`config.mk`:
```
export PLATFORM = sky130hd
export DESIGN_NAME = four_slot_thread_scheduler_flat
export DESIGN_NICKNAME = d
export VERILOG_FILES = /design/src/rtl/fsts_pkg.sv /design/src/rtl/fsts_if.sv /design/src/rtl/fsts_ctrl.sv /design/src/rtl/fsts_dp.sv /design/src/rtl/four_slot_thread_scheduler.sv /design/src/flat_wrapper.sv
export SDC_FILE = /design/constraint.sdc
export NUM_CORES = 1
export LEC_CHECK = 0
export ABC_AREA = 1
export ABC_CLOCK_PERIOD_IN_PS = 2200
export BUFFER_PORTS_ARGS = -buffer_cell sky130_fd_sc_hd__buf_2
export CORE_MARGIN = 10
export CORE_UTILIZATION = 54
export CTS_BUF_LIST = sky130_fd_sc_hd__clkbuf_4
export DETAILED_ROUTE_END_ITERATION = 7
export PLACE_DENSITY_LB_ADDON = 0.05
export SLEW_MARGIN = 10
export SYNTH_ARGS = -nofsm -noshare
export SYNTH_HDL_FRONTEND = slang
export SYNTH_SLANG_ARGS = --single-unit
```
`constraint.sdc`:
```
create_clock -name clk -period 2.2 [get_ports clk]
set_input_delay 0.22 -clock clk [delete_from_list [all_inputs] [get_ports clk]]
set_output_delay 0.22 -clock clk [all_outputs]
set_load 0.05 [all_outputs]
```
`src/rtl/fsts_pkg.sv`:
```
// fsts_pkg: shared constants, request and status codes and the control struct
// for the four-slot thread scheduler
// no dependencies
package fsts_pkg;

  // default configuration
  localparam int SLOTS_DEF        = 4;
  localparam int STACK_STRIDE_DEF = 16;

  // stack layout
  localparam logic [7:0] STACK_BASE0 = 8'h3F;
  localparam logic [7:0] FRAME_BYTES = 8'd7;

  // request codes
  localparam logic [1:0] REQ_CREATE = 2'd0;
  localparam logic [1:0] REQ_YIELD  = 2'd1;
  localparam logic [1:0] REQ_TICK   = 2'd2;
  localparam logic [1:0] REQ_EXIT   = 2'd3;

  // status codes
  localparam logic [1:0] ST_OK   = 2'd0;
  localparam logic [1:0] ST_FULL = 2'd1;
  localparam logic [1:0] ST_NONE = 2'd2;

  // controller to datapath
  typedef struct packed {
    logic exec;   // run the accepted request and load the result register
  } cmd_t;

endpackage

```
`src/rtl/fsts_if.sv`:
```
// fsts_req_if / fsts_rsp_if: valid-ready channels for requests and results
// no dependencies
interface fsts_req_if;
  logic       valid;
  logic       ready;
  logic [1:0] req_type;
  logic [7:0] cur_sp;

  modport source (output valid, output req_type, output cur_sp, input ready);
  modport sink   (input valid, input req_type, input cur_sp, output ready);
endinterface

interface fsts_rsp_if;
  logic       valid;
  logic       ready;
  logic [1:0] thread_id;
  logic [7:0] stack_ptr;
  logic [1:0] bank_select;
  logic [1:0] status;
  logic [3:0] alive_map;

  modport source (output valid, output thread_id, output stack_ptr,
                  output bank_select, output status, output alive_map,
                  input ready);
  modport sink   (input valid, input thread_id, input stack_ptr,
                  input bank_select, input status, input alive_map,
                  output ready);
endinterface

```
`src/rtl/fsts_ctrl.sv`:
```
// fsts_ctrl: handshake controller, tracks whether the result register holds a beat
// depends on fsts_pkg
module fsts_ctrl (
  input  logic           clk,
  input  logic           rst_n,
  input  logic           in_valid,
  output logic           in_ready,
  output logic           out_valid,
  input  logic           out_ready,
  output fsts_pkg::cmd_t cmd
);
  import fsts_pkg::*;

  localparam logic S_EMPTY = 1'b0;
  localparam logic S_FULL  = 1'b1;

  logic state_r;
  logic state_nxt;
  logic accept;

  // take a new beat when the result register is empty or drains this cycle
  assign in_ready  = (state_r == S_EMPTY) || out_ready;
  assign accept    = in_valid && in_ready;
  assign out_valid = (state_r == S_FULL);
  assign cmd.exec  = accept;

  // next state
  always_comb begin
    state_nxt = state_r;
    case (state_r)
      S_EMPTY: begin
        if (accept) state_nxt = S_FULL;
      end
      S_FULL: begin
        if (accept)         state_nxt = S_FULL;
        else if (out_ready) state_nxt = S_EMPTY;
      end
      default: state_nxt = S_EMPTY;
    endcase
  end

  always_ff @(posedge clk) begin
    if (!rst_n) state_r <= S_EMPTY;
    else        state_r <= state_nxt;
  end

  // an accepted beat always shows up as a result next cycle
  a_accept_gives_result: assert property (@(posedge clk) disable iff (!rst_n)
    accept |=> out_valid) else $error("accepted beat produced no result");

  // a stalled, held result blocks new requests
  a_stall_blocks: assert property (@(posedge clk) disable iff (!rst_n)
    (out_valid && !out_ready) |-> !in_ready) else $error("input taken over held result");

  // a result not taken stays valid
  a_hold_result: assert property (@(posedge clk) disable iff (!rst_n)
    (out_valid && !out_ready) |=> out_valid) else $error("held result dropped");

endmodule

```
`src/rtl/fsts_dp.sv`:
```
// fsts_dp: scheduler state (live map, running slot, saved stack pointers)
// and the registered result; depends on fsts_pkg
module fsts_dp #(
  parameter int SLOTS        = fsts_pkg::SLOTS_DEF,
  parameter int STACK_STRIDE = fsts_pkg::STACK_STRIDE_DEF
) (
  input  logic           clk,
  input  logic           rst_n,
  input  fsts_pkg::cmd_t cmd,
  input  logic [1:0]     req_type,
  input  logic [7:0]     cur_sp,
  output logic [1:0]     thread_id,
  output logic [7:0]     stack_ptr,
  output logic [1:0]     bank_select,
  output logic [1:0]     status,
  output logic [3:0]     alive_map
);
  import fsts_pkg::*;

  localparam int SW = $clog2(SLOTS);

  // scheduler state
  logic [SLOTS-1:0] live_r;
  logic [SLOTS-1:0] live_nxt;
  logic [SW-1:0]    run_r;
  logic [SW-1:0]    run_nxt;
  logic [7:0]       stack_r [SLOTS];

  // result register
  logic [1:0]       tid_r;
  logic [7:0]       sp_r;
  logic [1:0]       status_r;
  logic [3:0]       alive_r;

  logic             wr_en;
  logic [SW-1:0]    wr_idx;
  logic [7:0]       wr_val;
  logic [SW-1:0]    id;
  logic [1:0]       st;
  logic [7:0]       sp_out;
  logic [SW-1:0]    free_idx;
  logic [SLOTS-1:0] clr_mask;
  logic [SLOTS-1:0] live_left;
  logic [SW+1:0]    id_ext;
  logic [SLOTS+3:0] live_ext;

  // stack base of a slot, wraps within 8 bits
  function automatic logic [7:0] slot_base(input logic [SW-1:0] s);
    slot_base = 8'(int'(STACK_BASE0) + int'(s) * STACK_STRIDE);
  endfunction

  // first live slot in the order 1, 2, ..., SLOTS-1, 0
  function automatic logic [SW-1:0] pick_fixed(input logic [SLOTS-1:0] m,
                                               input logic [SW-1:0]    dflt);
    logic [SW-1:0] p;
    p = dflt;
    if (m[0]) p = '0;
    for (int k = SLOTS - 1; k >= 1; k--) begin
      if (m[k]) p = SW'(k);
    end
    pick_fixed = p;
  endfunction

  // next live slot after the running one, wrapping round
  function automatic logic [SW-1:0] pick_next(input logic [SLOTS-1:0] m,
                                              input logic [SW-1:0]    cur);
    logic [SW-1:0] p;
    logic [SW:0]   idx;
    p = cur;
    for (int k = SLOTS; k >= 1; k--) begin
      idx = {1'b0, cur} + (SW+1)'(k);
      if (idx >= (SW+1)'(SLOTS)) idx = idx - (SW+1)'(SLOTS);
      if (m[idx[SW-1:0]]) p = idx[SW-1:0];
    end
    pick_next = p;
  endfunction

  // lowest free slot
  always_comb begin
    free_idx = '0;
    for (int k = SLOTS - 1; k >= 0; k--) begin
      if (!live_r[k]) free_idx = SW'(k);
    end
  end

  // live map with the running slot removed
  always_comb begin
    clr_mask        = '0;
    clr_mask[run_r] = 1'b1;
    live_left       = live_r & ~clr_mask;
  end

  // request decode and next state
  always_comb begin
    live_nxt = live_r;
    run_nxt  = run_r;
    wr_en    = 1'b0;
    wr_idx   = run_r;
    wr_val   = cur_sp;
    id       = run_r;
    st       = ST_OK;
    case (req_type)
      REQ_CREATE: begin
        if (&live_r) begin
          st = ST_FULL;
        end else begin
          if (live_r == '0) run_nxt = free_idx;
          live_nxt[free_idx] = 1'b1;
          wr_en  = 1'b1;
          wr_idx = free_idx;
          wr_val = slot_base(free_idx) + FRAME_BYTES;
          id     = free_idx;
        end
      end
      REQ_YIELD, REQ_TICK: begin
        if (live_r == '0) begin
          st = ST_NONE;
        end else begin
          wr_en   = 1'b1;
          run_nxt = (req_type == REQ_YIELD) ? pick_fixed(live_r, run_r)
                                            : pick_next(live_r, run_r);
          id      = run_nxt;
        end
      end
      REQ_EXIT: begin
        if (live_r == '0) begin
          st = ST_NONE;
        end else begin
          live_nxt = live_left;
          wr_en    = 1'b1;
          wr_val   = slot_base(run_r);
          if (live_left == '0) st = ST_NONE;
          else                 run_nxt = pick_fixed(live_left, run_r);
          id = run_nxt;
        end
      end
      default: st = ST_OK;
    endcase
  end

  // saved pointer of the reported slot, forwarding this beat's write
  always_comb begin
    sp_out = (wr_en && (id == wr_idx)) ? wr_val : stack_r[id];
  end

  // fixed-width result fields
  always_comb begin
    id_ext   = (SW+2)'(id);
    live_ext = (SLOTS+4)'(live_nxt);
  end

  // scheduler state registers
  always_ff @(posedge clk) begin
    if (!rst_n) begin
      live_r <= '0;
      run_r  <= '0;
      for (int i = 0; i < SLOTS; i++) stack_r[i] <= slot_base(SW'(i));
    end else if (cmd.exec) begin
      live_r <= live_nxt;
      run_r  <= run_nxt;
      if (wr_en) stack_r[wr_idx] <= wr_val;
    end
  end

  // result register
  always_ff @(posedge clk) begin
    if (cmd.exec) begin
      tid_r    <= id_ext[1:0];
      sp_r     <= sp_out;
      status_r <= st;
      alive_r  <= live_ext[3:0];
    end
  end

  assign thread_id   = tid_r;
  assign bank_select = tid_r;
  assign stack_ptr   = sp_r;
  assign status      = status_r;
  assign alive_map   = alive_r;

endmodule

```
`src/rtl/four_slot_thread_scheduler.sv`:
```
// four_slot_thread_scheduler: top level, joins controller and datapath
// depends on fsts_pkg, fsts_if, fsts_ctrl, fsts_dp
//
// Usage:
// - in_req carries one request beat: req_type (create, yield, timer tick,
//   exit) and cur_sp, the stack pointer of the running thread.
// - out_rsp returns exactly one result beat per request: the slot id, its
//   saved stack pointer, its register bank, a status code and the live map.
// - The result is registered: a beat accepted at one edge shows up as a valid
//   result after that edge. Throughput is one request per cycle while results
//   are taken; the whole decision (lowest free slot, priority pick, rotation)
//   settles in the single combinational step in front of the result register.
// - When the receiver stalls, the result register holds its beat and in_req
//   is not ready until that beat is taken; a beat can enter in the same
//   cycle that the held one leaves.
// - Reset (rst_n low, synchronous) clears the live map, sets the running
//   slot to zero, loads every saved pointer with its slot's stack base and
//   empties the result register.
module four_slot_thread_scheduler #(
  parameter int SLOTS        = fsts_pkg::SLOTS_DEF,
  parameter int STACK_STRIDE = fsts_pkg::STACK_STRIDE_DEF
) (
  input logic         clk,
  input logic         rst_n,
  fsts_req_if.sink    in_req,
  fsts_rsp_if.source  out_rsp
);
  import fsts_pkg::*;

  cmd_t cmd;

  // handshake control
  fsts_ctrl u_ctrl (
    .clk       (clk),
    .rst_n     (rst_n),
    .in_valid  (in_req.valid),
    .in_ready  (in_req.ready),
    .out_valid (out_rsp.valid),
    .out_ready (out_rsp.ready),
    .cmd       (cmd)
  );

  // scheduler state and result register
  fsts_dp #(
    .SLOTS        (SLOTS),
    .STACK_STRIDE (STACK_STRIDE)
  ) u_dp (
    .clk         (clk),
    .rst_n       (rst_n),
    .cmd         (cmd),
    .req_type    (in_req.req_type),
    .cur_sp      (in_req.cur_sp),
    .thread_id   (out_rsp.thread_id),
    .stack_ptr   (out_rsp.stack_ptr),
    .bank_select (out_rsp.bank_select),
    .status      (out_rsp.status),
    .alive_map   (out_rsp.alive_map)
  );

endmodule
```
`src/flat_wrapper.sv`:
```
// flat-port wrapper written by rule: the top's interface ports become plain ports
module four_slot_thread_scheduler_flat import fsts_pkg::*;
#(
  parameter int SLOTS        = fsts_pkg::SLOTS_DEF,
  parameter int STACK_STRIDE = fsts_pkg::STACK_STRIDE_DEF
)
  (clk, rst_n, in_req_valid, in_req_req_type, in_req_cur_sp, in_req_ready, out_rsp_valid, out_rsp_thread_id, out_rsp_stack_ptr, out_rsp_bank_select, out_rsp_status, out_rsp_alive_map, out_rsp_ready);
  fsts_req_if in_req_i ();
  fsts_rsp_if out_rsp_i ();
  input logic clk;
  input logic rst_n;
  input wire logic [$bits(in_req_i.valid)-1:0] in_req_valid;
  input wire logic [$bits(in_req_i.req_type)-1:0] in_req_req_type;
  input wire logic [$bits(in_req_i.cur_sp)-1:0] in_req_cur_sp;
  output wire logic [$bits(in_req_i.ready)-1:0] in_req_ready;
  output wire logic [$bits(out_rsp_i.valid)-1:0] out_rsp_valid;
  output wire logic [$bits(out_rsp_i.thread_id)-1:0] out_rsp_thread_id;
  output wire logic [$bits(out_rsp_i.stack_ptr)-1:0] out_rsp_stack_ptr;
  output wire logic [$bits(out_rsp_i.bank_select)-1:0] out_rsp_bank_select;
  output wire logic [$bits(out_rsp_i.status)-1:0] out_rsp_status;
  output wire logic [$bits(out_rsp_i.alive_map)-1:0] out_rsp_alive_map;
  input wire logic [$bits(out_rsp_i.ready)-1:0] out_rsp_ready;
  assign in_req_i.valid = in_req_valid;
  assign in_req_i.req_type = in_req_req_type;
  assign in_req_i.cur_sp = in_req_cur_sp;
  assign in_req_ready = in_req_i.ready;
  assign out_rsp_valid = out_rsp_i.valid;
  assign out_rsp_thread_id = out_rsp_i.thread_id;
  assign out_rsp_stack_ptr = out_rsp_i.stack_ptr;
  assign out_rsp_bank_select = out_rsp_i.bank_select;
  assign out_rsp_status = out_rsp_i.status;
  assign out_rsp_alive_map = out_rsp_i.alive_map;
  assign out_rsp_i.ready = out_rsp_ready;
  four_slot_thread_scheduler #(.SLOTS(SLOTS), .STACK_STRIDE(STACK_STRIDE)) u_core (.clk(clk), .rst_n(rst_n), .in_req(in_req_i), .out_rsp(out_rsp_i));
endmodule
```
# --- After elaboration in Yosys (flattened, before gate mapping) ---
# Memory sizes are Yosys's and may differ from the RTL's.
# Cells that the tools add are included.
# Widths: inputs -> output; s select.
word_totals:
  reg_bits: 23
  latch_bits: 0
  ram_bits: 32
  mem_bits_ro: 0
  elab_cells: 131
  n_memories: 1
op_classes:
  n_addsub: 11
  mul: 0
  div_mod_pow: 0
  order_cmp: 12
  n_eq_ne: 6
  shift: 0
  mux: 77
  n_bitwise: 4
  n_reduce_logical: 13
memory_table:
  columns: ["memory", "depth", "word_bits", "read_ports", "rd_clocked_by_memory_dff", "write_ports", "line", "text"]
  rows:
  - ["u_core.u_dp.stack_r", 4, 8, 1, 0, 4, "fsts_dp.sv:27", "logic [7:0] stack_r [SLOTS];"]
op_table:
  columns: ["operator", "count"]
  rows:
  - ["$mux 2", 40]
  - ["$mux 8", 4]
  - ["$lt 2x3->1 const B", 6]
  - ["$mux 1", 18]
  - ["$pmux 2 s3", 3]
  - ["$pmux 8 s2", 1]
  - ["$add 6x6->7 const A", 2]
  - ["$ge 3x3->1 const B", 4]
  - ["$add 7x3->8 const B", 1]
  - ["$bmux 1 s2", 4]
  - ["$logic_not 4->1", 2]
  - ["$mux 4", 2]
  - ["$pmux 4 s2", 1]
  - ["$reduce_or 8->1", 1]
  - ["$sub 2x1->2 const B", 4]
  - ["$add 2x2->3 const B", 2]
  - ["$and 4x4->4", 1]
  - ["$demux 1 s2", 2]
  - ["$eq 2x2->1 const B", 2]
  - ["$ge 2x1->1 const B", 2]
  - ["$logic_and 1x1->1", 4]
  - ["$ne 2x2->1 const B", 2]
  - ["$not 4->4", 1]
  - ["$or 4x4->4", 1]
  - ["other kinds (12)", 13]

# --- Longest topological paths before layout ---
# Gate-level depths: netlist of run 1.
logic_depth:
  ltp_word: 17
  mapped_depth: 18

# --- Hierarchy ---
# From an unflattened synthesis of run 1, not the netlist that was laid out.
hier_totals:
  hier_cells: 382
  area_unflattened_um2: 3326.9
modules_own_cells:
  columns: ["module", "n_inst", "cells_per_inst", "area_each_um2"]
  rows:
  - ["fsts_dp", 1, 375, 3275.6]
  - ["fsts_ctrl", 1, 7, 51.3]

# --- Worst setup path before layout of run 1 ---
# Ideal clock, no wire load.
synth_path:
  kind: "flip-flop to flip-flop"
  from: "register u_core.u_ctrl.state_r, in the netlist u_core.u_ctrl.out_valid"
  to: "memory u_core.u_dp.stack_r[3][0] (enable)"
  arrival_time_ns: 2.530
  required_ns: 1.813
  setup_slack_ns: -0.717
  path_stages_with_launch: 6
  path_buffers: 0
  synth_period_minus_slack_ns: 2.917
  path_cell_list: "dfxtp_1 nand2_1 nand2_1 inv_1 nand2_1 o31ai_1"
synth_lines:
  columns: ["element", "line", "text"]
  rows:
  - ["from (decl)", "fsts_ctrl.sv:17", "logic state_r;"]
  - ["from (signal assigned)", "fsts_ctrl.sv:44", "else state_r <= state_nxt;"]
  - ["to (decl)", "fsts_dp.sv:27", null]

# --- Worst setup path in the final report of run 1 ---
layout_path:
  from: "register u_core.u_dp.run_r[0]"
  to: "register u_core.u_dp.sp_r[3], in the netlist u_core.u_dp.stack_ptr[3] (data pin)"
layout_via:
  elab_chain_len: 17
layout_rtl:
  columns: ["element", "line", "text"]
  rows:
  - ["from (decl)", "fsts_dp.sv:25", "logic [SW-1:0] run_r;"]
  - ["from (signal assigned)", "fsts_dp.sv:160", "run_r <= run_nxt;"]
  - ["branches (longest 16 deep; another with $add 2x3->3)", null, null]
  - ["$mux 8 (*)", "fsts_dp.sv:143", "sp_out = (wr_en && (id == wr_idx)) ? wr_val : stack_r[id];"]
  - ["net u_core.u_dp.sp_out[3]", "fsts_dp.sv:40", "logic [7:0] sp_out;"]
  - ["to (signal assigned)", "fsts_dp.sv:169", "sp_r <= sp_out;"]
  - ["to (decl)", "fsts_dp.sv:31", "logic [7:0] sp_r;"]
# Mark *: on every way through the listed nets, which the timed path passes. The select of a mux whose other input is x is not followed.
# A chain may end at the register's enable or synchronous reset.

==> summary.md, run 1 <==
| Metric | Value |
|---|---|
| Type of origin of the critical path | flop |
| Pre-Repair DR Iteration Count | 5 |
| Die width | 98.04 um |
| Setup Skew | 0.01087 ns |
| Worst endpoint required time | 2.36 ns |
| Post-Synthesis Cell Area | 0.003288 mm^2 |
| CTS Buf Count | 5 |
| CTS tree | yes |
| Synth top area cells | edfxtp_1 (44%), nand2_1 (11%), nand3_1 (7.5%) |
| Max-slew violations | 0 |
| Area delta synth->final | 34.13% |
| Final Hold Fails | 0 |
| Cell internal pwr | 1.996 mW |
| Number of global-route vias before repair | 2893 |
| Largest net degree at the start of global routing | 18 |
| Root Driver | clkbuf_4 |
| Row count | 28 |
| Ports | 34 |
| Area share of the largest cell type after synthesis | 0.4384 |
| Layout cells sized above 1 | 0.4409 |
| Switching portion of total power | 0.3875 |
| Final wirelength | 9.944 mm |
| Via-to-Cell Ratio | 5.698 |
| Maximum root-to-sink buffer count | 2 |
| Max_slew headroom | 0.7281 |
| Nets@finish | 496 |
| Outcome | finished, violations left |
| Asr flop ratio synth | 0 |
| DP HPWL | 6.920 mm |
| Final instance count without filler cells | 549 |
| Critical path type | reg2reg |
| Grt total ovfl | 0 |
| FF-to-FF End | u_core.u_dp.stack_ptr[3] |
| Worst skew pair latency | 0.39 ns |
| #FFs+latches synth | 55 |
| Post-Syn Nets | 405 |
| Syn avg cell area | 8.608 um^2 |
| Worst Hold Class | in2reg |
| WL/cell | 18.11 um |
| Post-CTS Hold Buffers | 0 |
| Post-route ant nets | 0 |
| RD Place Congestion | 0.9434 |
| Crit path time final | 2.273 ns |
| Sequential Power Share | 0.393 |
| CTS sink cnt | 55 |
| Power density over the cells | 738.8 mW/mm^2 |
| Cell taking the most area after synthesis | edfxtp_1 |
| Vias | 3128 |
| Critical Path AT | 2.43 ns |
| First-pass GRT wire length | 14.92 mm |
| CP startpoint | u_core.u_dp.run_r[0] |
| Clk slew on worst S/H paths | 0.17 ns |
| ANT cells | 0 |
| RSZ-0062 raised after global routing | true |
| Fmax | 0.4400 GHz |
| Crit path max fanout | 6 |
| Initial core utilization | 0.5554 |
| Clock share of power | 0.182 |
| Post-layout util | 0.7449 |
| Net switching power | 1.263 mW |
| Die H | 98.04 um |
| Most frequent cell after synthesis | nand2_1 |
| Most used DFF post-synth | edfxtp_1 |
| Final period util | 1.033 |
| Reg2reg setup slack | -0.07 ns |
| Reg2reg start | u_core.u_dp.run_r[0] |
| CP Capture Type | flop |
| Worst VDD drop | 492.5 uV |
| DRC Markers | 0 |
| Synth warn | 0 |
| Number of H-tree levels | 2 |
| Mapped Cells | 382 |
| Seq/Total Area, Yosys | 0.4810 |
| Gr usage total | 0.1908 |
| Gate power share | 0.426 |
| Failing checks | negative setup slack |
| Core area | 0.005921 mm^2 |
| Most common library cells after synthesis | nand2_1 (93), nand3_1 (49), edfxtp_1 (48) |
| Post-synth EDFFs | 48 |
| Finish-stage setup viols | 8 |
| DR iter-0 viols | 439 |
| Synth cell types | 37 |
| Cells after DPL | 528 |
| FF-to-FF path depth | 18 |
| PortBufs | 33 |
| Die area | 0.009611 mm^2 |
| Initial antenna violation count | 0 |
| Worst Max-Slew Pin Slew | 0.4037 ns |
| Crit path to | u_core.u_dp.stack_ptr[3] |
| Fin worst setup slack | -0.07259 ns |
| Hold_sp | in_req_valid |
| Leak Pwr | 1.937 nW |
| Max-cap violations | 0 |
-- critical path: stages, from the launching register on --
cell	delay (ns)
dfxtp_4	0.42
buf_4	0.19
nand2_2	0.10
o21ai_4	0.08
nand2_1	0.09
nand2_1	0.09
inv_2	0.04
nand2_1	0.05
nand2_1	0.06
nand3_2	0.09
nand2_4	0.07
nand2_8	0.10
buf_6	0.13
buf_6	0.14
nand2_8	0.08
nand2_2	0.07
nand3_1	0.08
nand3_2	0.09
nand2_1	0.06
-- power by group through the flow --
stage | Clock, mW | Sequential (mW) | Combinational (mW)
6_report | 0.593 | 1.28 | 1.39
3_3_place_gp | 0 | 1.30 | 1.06
3_5_place_dp | 0 | 1.30 | 1.07
2_1_floorplan | 0 | 1.45 | 0.586
5_1_grt | 0.640 | 1.29 | 1.48
4_1_cts | 0.598 | 1.27 | 1.25
-- cell families (layout without fill, tap and decap cells) --
family,count (synthesis),in the layout,share of synthesized area
adders and majority gates,9,9,0.03425
buffers and inverters,67,156,0.09209
and+or+nand+nor,202,205,0.3002
DFF,55,55,0.4810
AOI/OAI and AO/OA,49,49,0.09247
-- area by class of cell --
class | instances | area [um^2]
clock buffer | 6 | 45.04
clock inverter | 2 | 38.79
fill | 426 | 1510
inverter | 58 | 236.5
multi-input combinational | 263 | 1740
sequential | 55 | 1595
tap | 75 | 93.84
timing repair buffer | 90 | 660.6
-- cells in the final DEF, fill, tap and decap left out, types with 6 or more instances in the layout --
cell	synthesis	final
nand4_1	9	9
nand2_1	93	69
nand3_2	2	23
buf_6	4	6
nor2_2	6	6
clkbuf_4	0	6
nand3_1	49	27
nand2_2	5	23
nand2_4	2	10
inv_2	11	14
buf_4	3	48
nor2_1	26	25
o21ai_0	21	21
edfxtp_1	48	48
a21oi_1	15	13
inv_1	45	40
buf_2	2	33
-- metal layers --
layer / routed length, um / global-route usage / share of wire
met1: 4257 / 0.2681 / 0.43
met2: 4413 / 0.2802 / 0.44
met3: 1085 / 0.05074 / 0.11
met4: 187 / 0.05593 / 0.019
met5: 0 / 0 / 0
-- metrics by stage --
stage | area (um^2) | setup WS, ns | hold WS [ns] | total power, mW | setup TNS (ns)
3_5_place_dp | 3847 | -0.1285 | 0.4733 | 2.366 | -0.8460
2_1_floorplan | 3313 | 0.00002420 | 0.3465 | 2.039 | 0
5_1_grt | 4410 | -0.1768 | 0.07122 | 3.403 | -1.305
3_3_place_gp | 3847 | -0.07784 | 0.4676 | 2.359 | -0.3662
6_report | 4410 | -0.07259 | 0.06334 | 3.258 | -0.4368
4_1_cts | 4223 | -0.02150 | 0.05323 | 3.125 | -0.1026
-- how the worst min path moves through the flow --
| stage | end | cells past startpoint |
|---|---|---|
| CTS | u_core.u_ctrl.out_valid | 3 |
| floorplan | u_core.u_ctrl.out_valid | 2 |
| global route | u_core.u_ctrl.out_valid | 3 |
| detailed placement | u_core.u_ctrl.out_valid | 3 |
| global placement | u_core.u_ctrl.out_valid | 3 |
| finish | u_core.u_ctrl.out_valid | 3 |
-- state kept, by name (all words and copies together), names as in the netlist --
register / cells
u_core.u_dp.stack_r: 32
u_core.u_dp.stack_ptr: 8
u_core.u_dp.alive_map: 4
u_core.u_dp.live_r: 4
u_core.u_dp.bank_select: 2
u_core.u_dp.run_r: 2
u_core.u_dp.status: 2
u_core.u_ctrl.out_valid: 1
-- repair_timing --
action | 4_1_cts | 5_1_grt
pin swaps | 12 | 16
gates resized for setup | 45 | 42
setup endpoints to repair | 8 | 32
cloned | 3 | 1
setup buffers | 8 | 2
(Power assumes the default switching activity.)
==> run 2: changes to the inputs <==
--- a/config.mk
+++ b/config.mk
@@ -13,6 +13,8 @@
 export CTS_BUF_LIST = sky130_fd_sc_hd__clkbuf_4
 export DETAILED_ROUTE_END_ITERATION = 7
 export PLACE_DENSITY_LB_ADDON = 0.05
+export REMOVE_ABC_BUFFERS = 1
+export SKIP_CTS_REPAIR_TIMING = 1
 export SLEW_MARGIN = 10
 export SYNTH_ARGS = -nofsm -noshare
 export SYNTH_HDL_FRONTEND = slang
==> run 2 against run 1 <==
  * The flow now finishes without violations
  * Worst hold slack better by 0.0078 ns
  * Register-to-register slack gained 0.08 ns
  * Power shrank 3.8%
  * Clock skew up 0.0068 ns
  * Flip-flop and latch count did not move
  * Maximum frequency up 3.6%
  * Die area did not move
  * Clock-buffer cell count fell by 1
  * Combinational power about the same
  * Cell area is 0.34% lower
==> summary.md, run 2 (same netlist as run 1, synthesis figures left out) <==
| Metric | Value |
|---|---|
| First-pass GRT wire length | 13.99 mm (was 14.92 mm) |
| Die area | 0.009611 mm^2 (unchanged) |
| Fin worst setup slack | 0.007236 ns (was -0.07259 ns) |
| CTS tree | yes (unchanged) |
| Critical Path AT | 2.38 ns (was 2.43 ns) |
| Worst Max-Slew Pin Slew | 0.4065 ns (was 0.4037 ns) |
| Critical path's largest stage delay | 0.43 ns (was 0.42 ns) |
| Area of the multi-input gates | 0.001703 mm^2 (was 0.001740 mm^2) |
| Most common cell after layout, fill and taps aside | nand2_1 (unchanged) |
| Critical Path, Cell by Cell | inv_6 > ha_2 > inv_2 > nand2_4 > nand2_1 > nand2_1 > nor2_2 > a21oi_2 > a21oi_4 > nand2_8 > clkbuf_16 > nand3_1 > nand3_2 > nand3_2 > nand2_1 (was buf_4 > nand2_2 > o21ai_4 > nand2_1 > nand2_1 > inv_2 > nand2_1 > nand2_1 > nand3_2 > nand2_4 > nand2_8 > buf_6 > buf_6 > nand2_8 > nand2_2 > nand3_1 > nand3_2 > nand2_1) |
| Maximum root-to-sink buffer count | 2 (unchanged) |
| Via-to-Cell Ratio | 5.537 (was 5.698) |
| CP Capture Type | flop (unchanged) |
| Area delta synth->final | 33.68% (was 34.13%) |
| Gr usage total | 0.1779 (was 0.1908) |
| Number of flip-flops under the largest register name | 32 (unchanged) |
| DP HPWL | 6.835 mm (was 6.920 mm) |
| Vias | 3062 (was 3128) |
| DP Worst Slack | -0.1200 ns (was -0.1285 ns) |
| CP startpoint | u_core.u_dp.run_r[0] (unchanged) |
| Layout cells sized above 1 | 0.4372 (was 0.4409) |
| Reg2reg start | u_core.u_dp.run_r[0] (unchanged) |
| CTS sink cnt | 55 (unchanged) |
| Worst skew pair latency | 0.39 ns (about the same) |
| DR iter-0 viols | 278 (was 439) |
| Biggest register | u_core.u_dp.stack_r (unchanged) |
| Leak Pwr | 1.955 nW (was 1.937 nW) |
| FF-to-FF path depth | 15 (was 18) |
| Sequential Power Share | 0.408 (was 0.393) |
| Most frequent cells in the layout | nand2_1 (84), buf_4 (55), edfxtp_1 (48) (was nand2_1 (69), buf_4 (48), edfxtp_1 (48)) |
| Core area | 0.005921 mm^2 (unchanged) |
| WL/cell | 16.99 um (was 18.11 um) |
| Setup Skew | 0.01771 ns (was 0.01087 ns) |
| Final period util | 0.9967 (was 1.033) |
| Final wirelength | 9.398 mm (was 9.944 mm) |
| Power density over the cells | 713.4 mW/mm^2 (was 738.8 mW/mm^2) |
| Max-slew violations | 0 (unchanged) |
| Sequential cell area | 0.001594 mm^2 (was 0.001595 mm^2) |
| Type of origin of the critical path | flop (unchanged) |
| Finish-stage setup viols | 0 (was 8) |
| Largest net degree at the start of global routing | 20 (was 18) |
| Nets@finish | 500 (was 496) |
| Worst hold slack | 0.07119 ns (was 0.06334 ns) |
| Switching portion of total power | 0.4066 (was 0.3875) |
| RSZ-0062 raised after global routing | true (unchanged) |
| Worst endpoint required time | 2.39 ns (was 2.36 ns) |
| Grt total ovfl | 0 (unchanged) |
| Most used cell, CP | nand2_1 (unchanged) |
| Number of H-tree levels | 2 (unchanged) |
| Net switching power | 1.275 mW (was 1.263 mW) |
| Cell class contributing the biggest share of worst-path delay | simple AND/OR/NAND/NOR gates (unchanged) |
| Hold Path Cell Cnt | 3 (unchanged) |
| Crit path time final | 2.193 ns (was 2.273 ns) |
| Max-cap violations | 0 (unchanged) |
| Crit path buffers/inverters | 3 (was 4) |
| Die H | 98.04 um (unchanged) |
| Crit path max fanout | 8 (was 6) |
| CTS Buf Count | 5 (unchanged) |
| Die width | 98.04 um (unchanged) |
| Clk slew on worst S/H paths | 0.18 ns (was 0.17 ns) |
| Cell internal pwr | 1.861 mW (was 1.996 mW) |
| Hold_sp | in_req_valid (unchanged) |
| Initial antenna violation count | 0 (unchanged) |
| Clock share of power | 0.160 (was 0.182) |
| Root Driver | clkbuf_4 (unchanged) |
| Initial core utilization | 0.5554 (unchanged) |
| ANT cells | 0 (unchanged) |
| Pre-Repair DR Iteration Count | 5 (unchanged) |
| Ports | 34 (unchanged) |
| Row count | 28 (unchanged) |
| DRC Markers | 0 (unchanged) |
| Max_slew headroom | 0.7290 (was 0.7281) |
| Gate power share | 0.432 (was 0.426) |
| RD Place Congestion | 0.9329 (was 0.9434) |
| Worst Hold Class | in2reg (unchanged) |
| Number of global-route vias before repair | 2647 (was 2893) |
| Post-route ant nets | 0 (unchanged) |
| Final Hold Fails | 0 (unchanged) |
| Critical path depth in cells | 15 (was 18) |
| Critical path type | reg2reg (unchanged) |
| Outcome | finished clean (was finished, violations left) |
| # fillers | 431 (was 426) |
| PortBufs | 33 (unchanged) |
| Critical-path top delay cell | dfxtp_4 (unchanged) |
| Worst VDD drop | 426.7 uV (was 492.5 uV) |
| Fmax | 0.4560 GHz (was 0.4400 GHz) |
[run 2: changes by cell type in the layout (fill, tap and decap cells not counted), moves of 4 or more]
cell     change
nand2_1     +15
nand3_1     -15
nand3_2     +15
nand2_2     -12
buf_4        +7
buf_6        -4
[run 2: power by group through the flow]
stage	sequential (mW)	combinational [mW]	clock [mW]
floorplan	1.48	0.522	0
global placement	1.29	1.09	0
detailed placement	1.30	1.09	0
CTS	1.27	1.10	0.506
global route	1.29	1.44	0.551
finish	1.28	1.36	0.502
[run 2: worst paths after layout]
path	end	slack (ns)
hold / removal	u_core.u_ctrl.out_valid	0.07
setup / recovery	u_core.u_dp.stack_ptr[3]	0.007
setup reg to reg	u_core.u_dp.stack_ptr[3]	0.007
hold reg to reg	u_core.u_ctrl.out_valid	0.53
[run 2: layout make-up]
cell class	instances	share of cell area
repair buffers	95	0.1605
well taps	75	0.02135
clock buffers	5	0.008540
inverters	58	0.05323
multi-input cells	262	0.3874
clock inverters	3	0.006262
flip-flops and latches	55	0.3627
[run 2: stage by stage]
step                utilization  TNS [ns]  cells  cell area, um^2  power [mW]
finish                   0.7424         0    553             4395       3.136
global route             0.7424   -0.4816    553             4395       3.281
CTS                      0.6710    -1.151    544             3973       2.875
detailed placement       0.6600   -0.8411    536             3908       2.389
global placement         0.6600   -0.4276    536             3908       2.385
floorplan                     -    -31.81    373             3211       2.000
[run 2: metal layers]
metal	up-vias	wire, um	global-route usage
met2	149	3901	0.2386
met4	0	118	0.03915
met1	1435	4397	0.2814
li1	1464	-	-
met3	14	981	0.03453
met5	-	0	0
[run 2: tightest hold or removal path: stages]
cell and delay, ns:
buf_2 0.10, inv_1 0.05, a21oi_1 0.06
